<file path="config.mk">
export PLATFORM = sky130hd
export DESIGN_NAME = key_check_failure_throttle_unit_flat
export DESIGN_NICKNAME = d
export VERILOG_FILES = /design/src/sv/kcft_pkg.sv /design/src/sv/kcft_ifs.sv /design/src/sv/key_check_failure_throttle_unit.sv /design/src/sv/kcft_cfg_regs.sv /design/src/sv/kcft_key_cmp.sv /design/src/flat_wrapper.sv
export VERILOG_INCLUDE_DIRS = /design/src /design/src/sv
export SDC_FILE = /design/constraint.sdc
export NUM_CORES = 1
export LEC_CHECK = 0
export BUFFER_PORTS_ARGS = -buffer_cell sky130_fd_sc_hd__buf_2
export CELL_PAD_IN_SITES_DETAIL_PLACEMENT = 1
export CELL_PAD_IN_SITES_GLOBAL_PLACEMENT = 2
export CORE_ASPECT_RATIO = 1.2
export CORE_MARGIN = 5
export CORE_UTILIZATION = 43
export DETAILED_ROUTE_END_ITERATION = 16
export GPL_TIMING_DRIVEN = 0
export HOLD_SLACK_MARGIN = 0.12
export MAX_ROUTING_LAYER = met4
export PLACE_DENSITY_LB_ADDON = 0.3
export REMOVE_ABC_BUFFERS = 1
export SYNTH_ARGS = -nofsm -noshare
export SYNTH_HDL_FRONTEND = slang
export SYNTH_SLANG_ARGS = --single-unit
export TNS_END_PERCENT = 100
</file>
<file path="constraint.sdc">
create_clock -name clk -period 18.6 [get_ports clk]
set_clock_uncertainty 0.1 [all_clocks]
set_input_delay 0.93 -clock clk [delete_from_list [all_inputs] [get_ports clk]]
set_output_delay 0.93 -clock clk [all_outputs]
set_load 0.005 [all_outputs]
</file>
<file path="src/sv/key_check_failure_throttle_unit_macros.svh">
// Assertion macros shared by the throttle unit RTL.
`ifndef KEY_CHECK_FAILURE_THROTTLE_UNIT_MACROS_SVH
`define KEY_CHECK_FAILURE_THROTTLE_UNIT_MACROS_SVH

// Same-cycle implication, sampled on clk and disabled while arst_n is low.
`define KCFT_ASSERT_IMPL(lbl, ante, cons) \
	lbl: assert property (@(posedge clk) disable iff (!arst_n) (ante) |-> (cons)) \
		else $error("kcft assertion failed");

// Next-cycle implication, sampled on clk and disabled while arst_n is low.
`define KCFT_ASSERT_NEXT(lbl, ante, cons) \
	lbl: assert property (@(posedge clk) disable iff (!arst_n) (ante) |=> (cons)) \
		else $error("kcft assertion failed");

`endif

</file>
<file path="src/sv/kcft_pkg.sv">
// Types and constants of the key check failure throttle unit.
package kcft_pkg;

	localparam int KEY_LEN_MAX = 31;
	localparam int KEY_WORDS = 4;
	localparam int WORD_W = 64;
	localparam int CFG_IDX_W = 4;
	localparam int TIME_W = 32;
	localparam int DUR_W = 31;

	typedef enum logic [1:0] {
		VERDICT_ALLOW = 2'd0,
		VERDICT_UNAUTH = 2'd1,
		VERDICT_THROTTLED = 2'd2
	} verdict_t;

	localparam logic [CFG_IDX_W-1:0] CFG_SECRET_WORD0 = 4'd0;
	localparam logic [CFG_IDX_W-1:0] CFG_SECRET_WORD1 = 4'd1;
	localparam logic [CFG_IDX_W-1:0] CFG_SECRET_WORD2 = 4'd2;
	localparam logic [CFG_IDX_W-1:0] CFG_SECRET_WORD3 = 4'd3;
	localparam logic [CFG_IDX_W-1:0] CFG_SECRET_LEN = 4'd4;
	localparam logic [CFG_IDX_W-1:0] CFG_STRIKE_LIMIT = 4'd5;
	localparam logic [CFG_IDX_W-1:0] CFG_STRIKE_WINDOW = 4'd6;
	localparam logic [CFG_IDX_W-1:0] CFG_LOCKOUT = 4'd7;

	localparam logic [7:0] STRIKE_LIMIT_RST = 8'd5;
	localparam logic [DUR_W-1:0] STRIKE_WINDOW_RST = 31'd60;
	localparam logic [DUR_W-1:0] LOCKOUT_RST = 31'd300;
	localparam logic [DUR_W-1:0] RETRY_MAX = '1;

	typedef logic [KEY_WORDS-1:0][WORD_W-1:0] key_words_t;

	typedef struct packed {
		key_words_t secret;
		logic [4:0] secret_len;
		logic [7:0] strike_limit;
		logic [DUR_W-1:0] strike_window_s;
		logic [DUR_W-1:0] lockout_s;
	} cfg_t;

endpackage

</file>
<file path="src/sv/kcft_ifs.sv">
// Handshake channels of the throttle unit: attempts, results and register writes.
interface kcft_in_if import kcft_pkg::*; ();
	logic valid;
	logic ready;
	logic [WORD_W-1:0] try_word0;
	logic [WORD_W-1:0] try_word1;
	logic [WORD_W-1:0] try_word2;
	logic [WORD_W-1:0] try_word3;
	logic [5:0] try_len;
	logic [TIME_W-1:0] now_s;

	modport source (output valid, try_word0, try_word1, try_word2, try_word3, try_len,
		now_s, input ready);
	modport sink (input valid, try_word0, try_word1, try_word2, try_word3, try_len,
		now_s, output ready);
endinterface

interface kcft_out_if import kcft_pkg::*; ();
	logic valid;
	logic ready;
	logic [1:0] verdict;
	logic locked_out;
	logic [DUR_W-1:0] retry_after_s;

	modport source (output valid, verdict, locked_out, retry_after_s, input ready);
	modport sink (input valid, verdict, locked_out, retry_after_s, output ready);
endinterface

interface kcft_cfg_if import kcft_pkg::*; ();
	logic valid;
	logic ready;
	logic [CFG_IDX_W-1:0] idx;
	logic [WORD_W-1:0] data;

	modport source (output valid, idx, data, input ready);
	modport sink (input valid, idx, data, output ready);
endinterface

</file>
<file path="src/sv/key_check_failure_throttle_unit.sv">
// Attempt throttle: accepts one key attempt per cycle while the result side does not stall;
// each attempt is taken into the input register and its result then into the result
// register, which holds while result.ready is low. The lockout and strike state is read
// and rewritten as an attempt moves from the input register to the result register.
// The secret is compared over all byte positions with no early exit.
`include "key_check_failure_throttle_unit_macros.svh"

module key_check_failure_throttle_unit import kcft_pkg::*; #(
	parameter int MAX_KEY_LEN = KEY_LEN_MAX
) (
	input logic clk,
	input logic arst_n,
	kcft_in_if.sink attempt,
	kcft_out_if.source result,
	kcft_cfg_if.sink cfg
);

	cfg_t cfg_r;

	// Input stage
	logic valid_s1;
	key_words_t try_words_s1;
	logic [5:0] try_len_s1;
	logic [TIME_W-1:0] now_s1;

	// Throttle state
	logic lock_active_q;
	logic [TIME_W-1:0] lock_end_q;
	logic [7:0] strike_count_q;
	logic [TIME_W-1:0] window_start_q;

	logic lock_active_d;
	logic [TIME_W-1:0] lock_end_d;
	logic [7:0] strike_count_d;
	logic [TIME_W-1:0] window_start_d;

	// Result register
	logic out_valid_q;
	verdict_t verdict_q;
	logic locked_out_q;
	logic [DUR_W-1:0] retry_q;

	verdict_t verdict_d;
	logic locked_out_d;
	logic [DUR_W-1:0] retry_d;

	logic accept_in;
	logic advance;
	logic key_match;
	logic [TIME_W-1:0] lock_diff;
	logic [TIME_W-1:0] remain;
	logic [TIME_W-1:0] win_elapsed;
	logic lock_pending;
	logic win_restart;
	logic [7:0] strike_next;
	logic hit_limit;

	kcft_cfg_regs u_cfg_regs (
		.clk (clk),
		.arst_n (arst_n),
		.cfg (cfg),
		.cfg_o (cfg_r)
	);

	kcft_key_cmp #(
		.MAX_KEY_LEN (MAX_KEY_LEN)
	) u_key_cmp (
		.secret (cfg_r.secret),
		.secret_len (cfg_r.secret_len),
		.try_words (try_words_s1),
		.try_len (try_len_s1),
		.match (key_match)
	);

	assign advance = valid_s1 && (!out_valid_q || result.ready);
	assign attempt.ready = !valid_s1 || advance;
	assign accept_in = attempt.valid && attempt.ready;

	always_ff @(posedge clk or negedge arst_n) begin
		if (!arst_n) begin
			valid_s1 <= 1'b0;
		end else if (accept_in) begin
			valid_s1 <= 1'b1;
		end else if (advance) begin
			valid_s1 <= 1'b0;
		end
	end

	always_ff @(posedge clk) begin
		if (accept_in) begin
			try_words_s1 <= {attempt.try_word3, attempt.try_word2,
				attempt.try_word1, attempt.try_word0};
			try_len_s1 <= attempt.try_len;
			now_s1 <= attempt.now_s;
		end
	end

	// A lock still holds while now has not reached its end on the wrapping clock.
	assign lock_diff = now_s1 - lock_end_q;
	assign lock_pending = lock_active_q && lock_diff[TIME_W-1];
	assign remain = lock_end_q - now_s1;

	assign win_elapsed = now_s1 - window_start_q;
	assign win_restart = (strike_count_q == 8'd0) ||
		(win_elapsed >= {1'b0, cfg_r.strike_window_s});
	assign strike_next = (win_restart ? 8'd0 : strike_count_q) + 8'd1;
	assign hit_limit = strike_next >= cfg_r.strike_limit;

	always_comb begin
		lock_active_d = lock_active_q;
		lock_end_d = lock_end_q;
		strike_count_d = strike_count_q;
		window_start_d = window_start_q;
		verdict_d = VERDICT_UNAUTH;
		locked_out_d = 1'b0;
		retry_d = '0;
		if (lock_pending) begin
			verdict_d = VERDICT_THROTTLED;
			locked_out_d = 1'b1;
			// A remaining time of exactly 2^31 saturates.
			retry_d = remain[TIME_W-1] ? RETRY_MAX : remain[DUR_W-1:0];
		end else begin
			lock_active_d = 1'b0;
			if (cfg_r.secret_len == 5'd0) begin
				verdict_d = VERDICT_UNAUTH;
			end else if (key_match) begin
				verdict_d = VERDICT_ALLOW;
				strike_count_d = 8'd0;
			end else begin
				verdict_d = VERDICT_UNAUTH;
				if (win_restart) begin
					window_start_d = now_s1;
				end
				if (hit_limit) begin
					lock_active_d = 1'b1;
					lock_end_d = now_s1 + {1'b0, cfg_r.lockout_s};
					strike_count_d = 8'd0;
					// A fresh lock ends lockout_s from now; a zero length is already over.
					locked_out_d = (cfg_r.lockout_s != '0);
					retry_d = cfg_r.lockout_s;
				end else begin
					strike_count_d = strike_next;
				end
			end
		end
	end

	always_ff @(posedge clk or negedge arst_n) begin
		if (!arst_n) begin
			lock_active_q <= 1'b0;
			lock_end_q <= '0;
			strike_count_q <= '0;
			window_start_q <= '0;
		end else if (advance) begin
			lock_active_q <= lock_active_d;
			lock_end_q <= lock_end_d;
			strike_count_q <= strike_count_d;
			window_start_q <= window_start_d;
		end
	end

	always_ff @(posedge clk or negedge arst_n) begin
		if (!arst_n) begin
			out_valid_q <= 1'b0;
		end else if (advance) begin
			out_valid_q <= 1'b1;
		end else if (result.ready) begin
			out_valid_q <= 1'b0;
		end
	end

	always_ff @(posedge clk) begin
		if (advance) begin
			verdict_q <= verdict_d;
			locked_out_q <= locked_out_d;
			retry_q <= retry_d;
		end
	end

	assign result.valid = out_valid_q;
	assign result.verdict = verdict_q;
	assign result.locked_out = locked_out_q;
	assign result.retry_after_s = retry_q;

	`KCFT_ASSERT_IMPL(a_throttled_locked, out_valid_q && verdict_q == VERDICT_THROTTLED, locked_out_q)
	`KCFT_ASSERT_IMPL(a_retry_iff_locked, out_valid_q, locked_out_q == (retry_q != '0))
	`KCFT_ASSERT_IMPL(a_allow_unlocked, out_valid_q && verdict_q == VERDICT_ALLOW, !locked_out_q)
	`KCFT_ASSERT_IMPL(a_lock_clears_strikes, lock_active_q, strike_count_q == 8'd0)
	`KCFT_ASSERT_NEXT(a_result_follows, advance, out_valid_q)

endmodule

</file>
<file path="src/sv/kcft_cfg_regs.sv">
// Configuration register file of the throttle unit.
module kcft_cfg_regs import kcft_pkg::*; (
	input logic clk,
	input logic arst_n,
	kcft_cfg_if.sink cfg,
	output cfg_t cfg_o
);

	cfg_t cfg_q;
	logic wr_en;

	assign cfg.ready = 1'b1;
	assign wr_en = cfg.valid && cfg.ready;
	assign cfg_o = cfg_q;

	always_ff @(posedge clk or negedge arst_n) begin
		if (!arst_n) begin
			cfg_q.secret <= '0;
			cfg_q.secret_len <= '0;
			cfg_q.strike_limit <= STRIKE_LIMIT_RST;
			cfg_q.strike_window_s <= STRIKE_WINDOW_RST;
			cfg_q.lockout_s <= LOCKOUT_RST;
		end else if (wr_en) begin
			case (cfg.idx)
				CFG_SECRET_WORD0: cfg_q.secret[0] <= cfg.data;
				CFG_SECRET_WORD1: cfg_q.secret[1] <= cfg.data;
				CFG_SECRET_WORD2: cfg_q.secret[2] <= cfg.data;
				CFG_SECRET_WORD3: cfg_q.secret[3] <= cfg.data;
				CFG_SECRET_LEN: cfg_q.secret_len <= cfg.data[4:0];
				CFG_STRIKE_LIMIT: cfg_q.strike_limit <= cfg.data[7:0];
				CFG_STRIKE_WINDOW: cfg_q.strike_window_s <= cfg.data[DUR_W-1:0];
				CFG_LOCKOUT: cfg_q.lockout_s <= cfg.data[DUR_W-1:0];
				default: begin
				end
			endcase
		end
	end

endmodule

</file>
<file path="src/sv/kcft_key_cmp.sv">
// Constant-time comparison of a presented key with the configured secret.
module kcft_key_cmp import kcft_pkg::*; #(
	parameter int MAX_KEY_LEN = KEY_LEN_MAX
) (
	input key_words_t secret,
	input logic [4:0] secret_len,
	input key_words_t try_words,
	input logic [5:0] try_len,
	output logic match
);

	localparam logic [5:0] MAX_LEN = 6'(MAX_KEY_LEN);

	logic [31:0][7:0] sec_bytes;
	logic [31:0][7:0] try_bytes;
	logic [5:0] slen;
	logic [5:0] plen;
	logic [7:0] diff;
	logic [7:0] a_byte;
	logic [7:0] b_byte;

	// Word w, byte b sits at flat bit 64*w + 8*b, which is byte 8*w + b.
	assign sec_bytes = secret;
	assign try_bytes = try_words;

	assign slen = ({1'b0, secret_len} > MAX_LEN) ? MAX_LEN : {1'b0, secret_len};
	assign plen = (try_len > MAX_LEN) ? MAX_LEN + 6'd1 : try_len;

	// Every position up to the maximum length is folded in; there is no early exit.
	always_comb begin
		diff = {2'b00, slen ^ plen};
		a_byte = '0;
		b_byte = '0;
		for (int i = 0; i < 32; i++) begin
			if (i <= MAX_KEY_LEN) begin
				a_byte = (6'(i) < slen) ? sec_bytes[i] : 8'h00;
				b_byte = (6'(i) < plen) ? try_bytes[i] : 8'h00;
				diff = diff | (a_byte ^ b_byte);
			end
		end
	end

	assign match = (diff == 8'h00);

endmodule
</file>
<file path="src/flat_wrapper.sv">
// flat-port wrapper written by rule: the top's interface ports become plain ports
module key_check_failure_throttle_unit_flat import kcft_pkg::*;
#(
	parameter int MAX_KEY_LEN = KEY_LEN_MAX
)
  (clk, arst_n, attempt_valid, attempt_try_word0, attempt_try_word1, attempt_try_word2, attempt_try_word3, attempt_try_len, attempt_now_s, attempt_ready, result_valid, result_verdict, result_locked_out, result_retry_after_s, result_ready, cfg_valid, cfg_idx, cfg_data, cfg_ready);
  kcft_in_if attempt_i ();
  kcft_out_if result_i ();
  kcft_cfg_if cfg_i ();
  input logic clk;
  input logic arst_n;
  input wire logic [$bits(attempt_i.valid)-1:0] attempt_valid;
  input wire logic [$bits(attempt_i.try_word0)-1:0] attempt_try_word0;
  input wire logic [$bits(attempt_i.try_word1)-1:0] attempt_try_word1;
  input wire logic [$bits(attempt_i.try_word2)-1:0] attempt_try_word2;
  input wire logic [$bits(attempt_i.try_word3)-1:0] attempt_try_word3;
  input wire logic [$bits(attempt_i.try_len)-1:0] attempt_try_len;
  input wire logic [$bits(attempt_i.now_s)-1:0] attempt_now_s;
  output wire logic [$bits(attempt_i.ready)-1:0] attempt_ready;
  output wire logic [$bits(result_i.valid)-1:0] result_valid;
  output wire logic [$bits(result_i.verdict)-1:0] result_verdict;
  output wire logic [$bits(result_i.locked_out)-1:0] result_locked_out;
  output wire logic [$bits(result_i.retry_after_s)-1:0] result_retry_after_s;
  input wire logic [$bits(result_i.ready)-1:0] result_ready;
  input wire logic [$bits(cfg_i.valid)-1:0] cfg_valid;
  input wire logic [$bits(cfg_i.idx)-1:0] cfg_idx;
  input wire logic [$bits(cfg_i.data)-1:0] cfg_data;
  output wire logic [$bits(cfg_i.ready)-1:0] cfg_ready;
  assign attempt_i.valid = attempt_valid;
  assign attempt_i.try_word0 = attempt_try_word0;
  assign attempt_i.try_word1 = attempt_try_word1;
  assign attempt_i.try_word2 = attempt_try_word2;
  assign attempt_i.try_word3 = attempt_try_word3;
  assign attempt_i.try_len = attempt_try_len;
  assign attempt_i.now_s = attempt_now_s;
  assign attempt_ready = attempt_i.ready;
  assign result_valid = result_i.valid;
  assign result_verdict = result_i.verdict;
  assign result_locked_out = result_i.locked_out;
  assign result_retry_after_s = result_i.retry_after_s;
  assign result_i.ready = result_ready;
  assign cfg_i.valid = cfg_valid;
  assign cfg_i.idx = cfg_idx;
  assign cfg_i.data = cfg_data;
  assign cfg_ready = cfg_i.ready;
  key_check_failure_throttle_unit #(.MAX_KEY_LEN(MAX_KEY_LEN)) u_core (.clk(clk), .arst_n(arst_n), .attempt(attempt_i), .result(result_i), .cfg(cfg_i));
endmodule
</file>
# Yosys cells after proc, flatten, opt, wreduce, memory -nomap -nowiden
# Cells that the tools add are included.
[classes]
addsub = 5
mul = 0
div_mod_pow = 0
n_lt_le_gt_ge = 67
eq_ne = 7
n_shift = 0
muxes = 85
n_bitwise = 68
reduce_logical = 27
[ops]
columns = ["cell", "n"]
rows = [
  ["$mux 8", 67],
  ["$xor 8x8->8", 32],
  ["$or 8x8->8", 31],
  ["$mux 31", 5],
  ["$lt 5x6->1 const A", 16],
  ["$sub 32x32->32", 3],
  ["$lt 5x5->1 const A", 16],
  ["$lt 4x6->1 const A", 8],
  ["$lt 4x5->1 const A", 8],
  ["$add 32x31->32", 1],
  ["$ge 32x31->1", 1],
  ["$reduce_bool 31->1", 1],
  ["$lt 3x6->1 const A", 4],
  ["$lt 3x5->1 const A", 4],
  ["$reduce_and 2->1", 9],
  ["$eq 4x3->1 const B", 4],
  ["$logic_not 8->1", 2],
  ["$lt 1x6->1 const A", 2],
  ["$lt 2x6->1 const A", 2],
  ["$mux 1", 11],
  ["$lt 1x5->1 const A", 2],
  ["$lt 2x5->1 const A", 2],
  ["$reduce_and 5->1", 2],
  ["$add 8x1->8 const B", 1],
  ["16 further kinds", 25],
]
[word_totals]
register_bits = 734
latch_bits = 0
ram_bits = 0
romBits = 0
input_bits = 367
output_inout_bits = 37
n_memories = 0

# Logic depth before layout (Yosys ltp)
# Gate-level depths: netlist of run 1.
[logic_depth]
word_depth = 41
ltp_mapped = 37
ltp_nobuf = 35

# Hierarchy
# A second synthesis of run 1 with hierarchy kept.
[unflattened]
cells_unflattened = 3342
hier_area_um2 = 39232.6
[modules_own_cells]
columns = ["mod", "n_inst", "cells_per_inst", "area_per_inst_um2", "seq_area_each_um2"]
rows = [
  ["key_check_failure_throttle_unit", 1, 1571, 19746.4, 11726.2],
  ["kcft_cfg_regs", 1, 710, 13220.2, 8295.5],
  ["kcft_key_cmp", 1, 1061, 6266.0, 0.0],
]

# Worst setup path before layout of run 1
# Ideal clock, no wire load.
[synth_path]
path_kind = "input to register"
startpoint = "input port result_ready"
endpoint = "register u_core.now_s1[0] (enable)"
setup_ns = 0.686
t_arrival_ns = 7.610
required_ns = 17.814
setup_slack_ns = 10.204
cell_stages = 2
cell_sequence = "nand3b_1 and2_1"
[synth_between]
elab_chain_len = 4
[synth_lines]
columns = ["item", "line", "text"]
rows = [
  ["from (decl)", "flat_wrapper.sv:24", "input wire logic [$bits(result_i.ready)-1:0] result_ready;"],
  ["$logic_or 1x1->1", "key_check_failure_throttle_unit.sv:75", "assign advance = valid_s1 && (!out_valid_q || result.ready);"],
  ["$logic_and 1x1->1", "key_check_failure_throttle_unit.sv:75", ""],
  ["$logic_or 1x1->1", "key_check_failure_throttle_unit.sv:76", "assign attempt.ready = !valid_s1 || advance;"],
  ["$logic_and 1x1->1", "key_check_failure_throttle_unit.sv:77", "assign accept_in = attempt.valid && attempt.ready;"],
  ["net u_core.accept_in", "key_check_failure_throttle_unit.sv:47", "logic accept_in;"],
  ["to (signal assigned)", "key_check_failure_throttle_unit.sv:94", "now_s1 <= attempt.now_s;"],
  ["to (decl)", "key_check_failure_throttle_unit.sv:24", "logic [TIME_W-1:0] now_s1;"],
]
# The timed path passes the listed nets, and every way through them passes these cells.
# A chain may end at the register's enable or synchronous reset.

# Worst setup path in the final report of run 1
[layout_path]
startpoint = "register u_core.now_s1[0]"
endpoint = "register u_core.lock_end_q[28]"
[layout_between]
elab_chain_len = 7
[layout_lines]
columns = ["item", "line", "text"]
rows = [
  ["$sub 32x32->32", "key_check_failure_throttle_unit.sv:103", "assign win_elapsed = now_s1 - window_start_q;"],
  ["$ge 32x31->1", "key_check_failure_throttle_unit.sv:105", "(win_elapsed >= {1'b0, cfg_r.strike_window_s});"],
  ["$logic_or 1x1->1", "key_check_failure_throttle_unit.sv:104", "assign win_restart = (strike_count_q == 8'd0) ||"],
  ["$mux 8", "key_check_failure_throttle_unit.sv:106", "assign strike_next = (win_restart ? 8'd0 : strike_count_q) + 8'd1;"],
  ["$add 8x1->8", "key_check_failure_throttle_unit.sv:106", ""],
  ["$ge 8x8->1", "key_check_failure_throttle_unit.sv:107", "assign hit_limit = strike_next >= cfg_r.strike_limit;"],
  ["$reduce_and 5->1 (no source line)", "--", ""],
  ["to (signal assigned)", "key_check_failure_throttle_unit.sv:156", "lock_end_q <= lock_end_d;"],
  ["to (decl)", "key_check_failure_throttle_unit.sv:28", "logic [TIME_W-1:0] lock_end_q;"],
]
# Several ways; a longest one is shown, not always the timed one.

==> results of run 1 <==
-- path summary, 6_finish.rpt --
kind	endpoint	from	cells after the start
hold / removal	u_core.u_cfg_regs.cfg_o[200]	arst_n	1
setup / recovery	u_core.lock_end_q[28]	u_core.now_s1[0]	35
min in group clk	u_core.try_words_s1[179]	attempt_try_word2[51]	1
setup reg to reg	u_core.lock_end_q[28]	u_core.now_s1[0]	35
max in group asynchronous	u_core.lock_end_q[5]	arst_n	3
hold reg to reg	u_core.result.valid	u_core.valid_s1	1
-- sequential cells by signal, summed over array words and instances, names as in the netlist, 2 cells and up --
name                         flops
u_core.lock_end_q               32
u_core.now_s1                   32
u_core.result.retry_after_s     31
u_core.result.verdict            2
u_core.strike_count_q            8
u_core.try_len_s1                6
u_core.try_words_s1            248
u_core.u_cfg_regs.cfg_o        323
u_core.window_start_q           32
-- logic make-up after synthesis --
| kind of cell | after synthesis |
|---|---|
| AOI/OAI and AO/OA | 876 |
| and+or+nand+nor | 753 |
| DFF | 718 |
| muxes | 351 |
| buffers and inverters | 319 |
| xor gates and xnor gates | 174 |
| adders and majority gates | 168 |
| other | 1 |
-- metrics by stage --
step                      setup WS, ns  instance area [sq um]  cells
after floorplan                  9.749                  37350   3210
after global placement           6.942                  40760   4753
after detailed placement         9.335                  41760   4795
after CTS                        9.240                  44510   4949
after global routing             8.612                  44520   4952
final                            9.401                  44520   4953
-- final cells by class --
class,instances,area (sq um),area share
Clock inverter,40,387.9,0.008712
Multi-Input combinational cell,2323,17190,0.3860
Sequential cell,718,19590,0.4399
Inverter,169,634.4,0.01425
Clock buffer,114,2361,0.05303
Antenna cell,4,10.01,0.0002248
Tap cell,1149,1438,0.03229
Timing Repair Buffer,436,2918,0.06553
-- critical path: cells and delay by family (launching register included) --
| family | cells | cell delay [ns] |
|---|---|---|
| xor+xnor | 2 | 0.30 |
| buf+inv | 4 | 0.55 |
| fa+ha+maj | 5 | 1.41 |
| compound gates | 13 | 3.49 |
| mux | 2 | 0.75 |
| simple gates | 9 | 1.97 |
| flops | 1 | 0.46 |
-- report_power, final --
part	leakage (nW)	internal, mW	switching, mW
Clock	1.32	0.986	0.681
Combinational	9.60	0.783	1.07
Sequential	7.85	1.95	0.230
-- routing by layer --
metal / share of wire / wire length (um)
met2: 0.50 / 69010
met1: 0.39 / 53950
met3: 0.054 / 7466
met5: 0 / 0
met4: 0.060 / 8299
-- synth_stat cells, drive strengths merged (28+ instances only) --
library cell	n
nor3	38
ha	164
clkbuf	82
mux2i	56
nand2	293
dfrtp	388
a31oi	66
nand4	36
buf	68
a22o	28
xnor2	93
inv	169
nor4	34
xor2	81
nor2	105
nand3	73
o21ai	209
nand2b	30
mux2	295
a21oi	192
a21o	58
edfxtp	320
and3	33
==> impl_results.md, run 1 <==
* Status: finished with violations
* Failing checks: max-capacitance violations, max-slew violations
* Largest family of logic cells by synthesized area: compound AO/OA/AOI/OAI gates
* TritonRoute pass-1 iters at 5
* Global-route met3 utilization at 0.04062
* Crit path max fanout at 19
* Relative slew slack at -0.005203
* Remaining DRCs at 0
* Clock Path Buffers at 3
* Worst endpoint required time at 19.01 ns
* HPWL after detailed placement at 107000 um
* Crit-path max cell delay at 0.67 ns
* Avg Cell Area, Syn at 11.33 sq um
* Worst setup SP type: flop
* Nets@finish at 4265
* Die X at 281.7 um
* Final WL at 138700 um
* Synth Area in Compound Gates at 0.1530
* Vias in the first global route at 31310
* Avg WL per Cell at 28.01 um
* Reg2Reg Setup Slack at 9.40 ns
* Number of synthesized flops with an enable pin at 320
* GRT Util Overall at 0.2965
* Initial Util at 0.4335
* Min Hold Slack at 0.1395 ns
* GRT overflow at 0
* Cell count after synthesis at 3360
* Clock insertion delay at the later pin of the skew report at 0.64 ns
* Clk root buf: clkbuf_16
* CP Class: reg -> reg
* Synth Flop Type: dfrtp_1
* Post-synth top area share at 0.2549
* Clock sink total at 718
* RD Place Congestion at 0.9358
* Cell variety after synth at 94
* HP Class: in -> async
* Total power draw at 5.705 mW
* Fraction of layout instances using a drive strength above 1 at 0.2421
* Core footprint at 87850 sq um
* Leading area contributor after synthesis: dfrtp_1
* Highest clock rate at 108.7 MHz
* Final hold violations at 0
* Critical path capture point type: flop
* First-pass GRT wire length at 203100 um
* Most common cell after layout, fill and taps aside: buf_2
* Largest net degree at the start of global routing at 103
* Commonest non-fill, non-tap cells in the layout: buf_2, dfrtp_1, edfxtp_1, nand2_1, mux2_2
* Total die area at 94650 sq um
* Post-synthesis mux area share at 0.1023
* Met1 usage at 0.3487
* Slowest CP cell: a2111oi_0
* Gr busiest metal: met2
* Std cell rows at 119
* Final min period at 9.199 ns
* Post-Syn Area at 38090 sq um
* Pins Over Slew Limit at 33
* Initial antenna violation count at 7
* Fin crit share at 0.4946
* Register bit total from synthesis at 718
* Post-layout util at 0.5068
* Crit path arrival time at 9.61 ns
* RSZ-0062 raised after global routing: no
* Via count at 29540
* I/O pin cnt at 404
* Leakage at 18.77 nW
* Global Route met2 Usage at 0.5011
* Maximum vdd drop at 0.07951 mV
* DRT iter0 DRCs at 1995
* Most frequent CP cell: ha_1
* Synthesis-to-finish area growth at 16.91%
* # Max-Cap Violations at 1
* Simple-gate area share of the yosys netlist at 0.09866
* Power Density at 128.1 nW/um^2
* Postcts setup bufs at 0
* Final setup violation count at 0
* Clock Pin Slew Worst Setup and Hold Paths at 0.06 ns
* Setup tns final at 0 ns
* Cts hold-fix bufs at 0
* Sequential area share after synthesis at 0.5141
* Synth warn at 0
* Worst-Margin Slew at 1.508 ns
* CTS resizes at 0
* FFs w/ async S/R, synth at 0.5543
* Area share of fa/ha/maj cells after synthesis at 0.05572
* CTS tree: done
* H-tree depth at 3
* Synth area leaders: dfrtp_1, edfxtp_1, mux2_2
* Via density at 5.963
* IO buf count at 394
* Num CTS Buffers at 83
* Post-Synth XOR/XNOR Area at 0.04001
* FILL cells at 9389
* Antenna-violating nets left at 0
* Die height at 336.0 um
(Power assumes the default switching activity.)
==> run 2, diff against run 1 <==
Settings changed: CORE_UTILIZATION 43 to 40.
Clock period 18.6 ns to 9.2 ns, I/O delays scaled along.
==> impl_results.md, run 2 (synthesized netlist as in run 1, its figures left out) <==
* Min Hold Slack at 0.1441 ns
* DRT iter0 DRCs at 2180
* I/O pin cnt at 404
* Worst r2r path cells at 35
* Highest clock rate at 115.9 MHz
* TritonRoute pass-1 iters at 6
* RSZ-0062 raised after global routing: no
* # Max-Cap Violations at 0
* Post-route insts no fill at 5408
* Post-layout util at 0.5063
* Total die area at 101500 sq um
* Crit path arrival time at 9.04 ns
* Remaining DRCs at 0
* GRT Util Overall at 0.2989
* Slowest CP cell: a2111oi_0
* Critical path capture point type: flop
* Most frequent CP cell: ha_1
* Clock Pin Slew Worst Setup and Hold Paths at 0.06 ns
* Clock Path Buffers at 3
* Crit Reg-Reg Startpoint: u_core.now_s1[0]
* Placed cell count at 4904
* Die height at 348.0 um
* Worst endpoint required time at 9.62 ns
* FILL cells at 10080
* Synthesis-to-finish area growth at 26.24%
* Num CTS Buffers at 81
* RD Place Congestion at 0.9553
* Antenna-violating nets left at 0
* Fin crit share at 0.9376
* Crit path max fanout at 20
* HP Class: in -> reg
* Final setup violation count at 0
* Power Density at 246.0 nW/um^2
* Final min period at 8.626 ns
* Worst-Margin Slew at 1.351 ns
* Nets@finish at 4608
* Std cell rows at 124
* Setup tns final at 0 ns
* HPWL after detailed placement at 108700 um
* Initial antenna violation count at 14
* Maximum vdd drop at 0.1464 mV
* Commonest non-fill, non-tap cells in the layout: buf_2, dfrtp_1, dlygate4sd3_1, edfxtp_1, nand2_1
* Hold path startpoint: cfg_data[21]
* Status: finished clean
* Worst hold endpoint: u_core.u_cfg_regs.cfg_o[52]
* CTS tree: done
* Pins Over Slew Limit at 0
* Initial Util at 0.4011
* Number of flip-flops in the largest register at 323
* Clock sink total at 718
* Reg2Reg Setup Slack at 0.57 ns
* Relative slew slack at 0.09928
* Worst hold stages at 3
* First-pass GRT wire length at 222400 um
* Core footprint at 94950 sq um
* GRT overflow at 0
* Final hold violations at 0
* CP Class: reg -> reg
* H-tree depth at 3
* Via density at 5.793
* Crit-path max cell delay at 0.63 ns
* Worst setup SP type: flop
* Die X at 291.7 um
* Largest net degree at the start of global routing at 91
* End of the worst register-to-register path: u_core.lock_end_q[21]
* Clk root buf: clkbuf_16
* Leakage at 20.22 nW
* IO buf count at 394
* Via count at 31330
* Vias in the first global route at 33690
* Avg WL per Cell at 28.01 um
* Most common cell after layout, fill and taps aside: buf_2
* Clock insertion delay at the later pin of the skew report at 0.67 ns
* Final WL at 151500 um
* Fraction of layout instances using a drive strength above 1 at 0.2242
-- run 2: changes by cell type in the layout (fill, tap and decap cells not counted), moves of 4 or more --
cell / previous run / this run
clkinvlp_4: 8 / 1
clkinv_1: 12 / 3
clkbuf_16: 89 / 85
buf_8: 6 / 10
clkinv_2: 11 / 20
buf_16: 25 / 18
dlygate4sd3_1: 0 / 347
-- run 2: metal layers --
layer | global-route usage | vias to the layer above | part of all wire | wire [um]
met5 | - | - | 0 | 0
met4 | 0.1395 | 0 | 0.056 | 8427
met3 | 0.03659 | 320 | 0.049 | 7383
met2 | 0.5159 | 1087 | 0.51 | 76510
met1 | 0.3496 | 15980 | 0.39 | 59170
li1 | - | 13940 | - | -
-- run 2: worst max path at each step --
stage | cells past startpoint | slack, ns | startpoint | endpoint
after floorplan | 33 | 0.35 | u_core.now_s1[0] | u_core.lock_end_q[0]
after global placement | 10 | -2.03 | u_core.u_cfg_regs.cfg_o[74] | u_core.window_start_q[0]
after detailed placement | 35 | 0.15 | u_core.now_s1[0] | u_core.lock_end_q[21]
after CTS | 35 | 0.13 | u_core.now_s1[0] | u_core.lock_end_q[21]
after global routing | 35 | 0.08 | u_core.now_s1[0] | u_core.lock_end_q[21]
final | 35 | 0.57 | u_core.now_s1[0] | u_core.lock_end_q[21]
-- run 2: cell type report --
class	instances	area (sq um)	area share
multi-input combinational	2323	17200	0.3577
inverter	169	634.4	0.01319
tap	1260	1577	0.03279
clock buffer	109	2277	0.04736
sequential	718	19590	0.4074
timing repair buffer	781	6271	0.1304
antenna	5	12.51	0.0002602
clock inverter	43	520.5	0.01083
-- run 2: power breakdown --
part,internal [mW],leakage (nW),switching [mW]
logic,1.68,11.0,2.24
clock network,2.03,1.38,1.46
registers,3.94,7.85,0.478
-- run 2: critical path: cells and delay by family (launching register included) --
family / cells / cell delay [ns]
AO/OA/AOI/OAI: 13 / 3.44
AND/OR/NAND/NOR: 9 / 1.61
adder cells (fa/ha/maj): 5 / 1.37
multiplexers: 2 / 0.69
buffers and inverters: 4 / 0.51
flip-flops: 1 / 0.45
XOR/XNOR: 2 / 0.28
-- run 2: repair_timing --
action | in CTS | in global routing
endpoints found under the setup margin | 0 | 24
endpoints found under the hold margin | 531 | 0
hold buffers | 347 | 0
buffers inserted | 0 | 0
gates resized for setup | 0 | 2
-- run 2: metrics by stage --
stage	worst slack (ns)	cell area [sq um]	power, mW
after CTS	0.1346	48060	11.81
after global placement	-2.030	40900	8.091
after detailed placement	0.1510	41790	8.198
final	0.5739	48080	11.83
after global routing	0.08359	48080	12.45
after floorplan	0.3490	37350	6.858
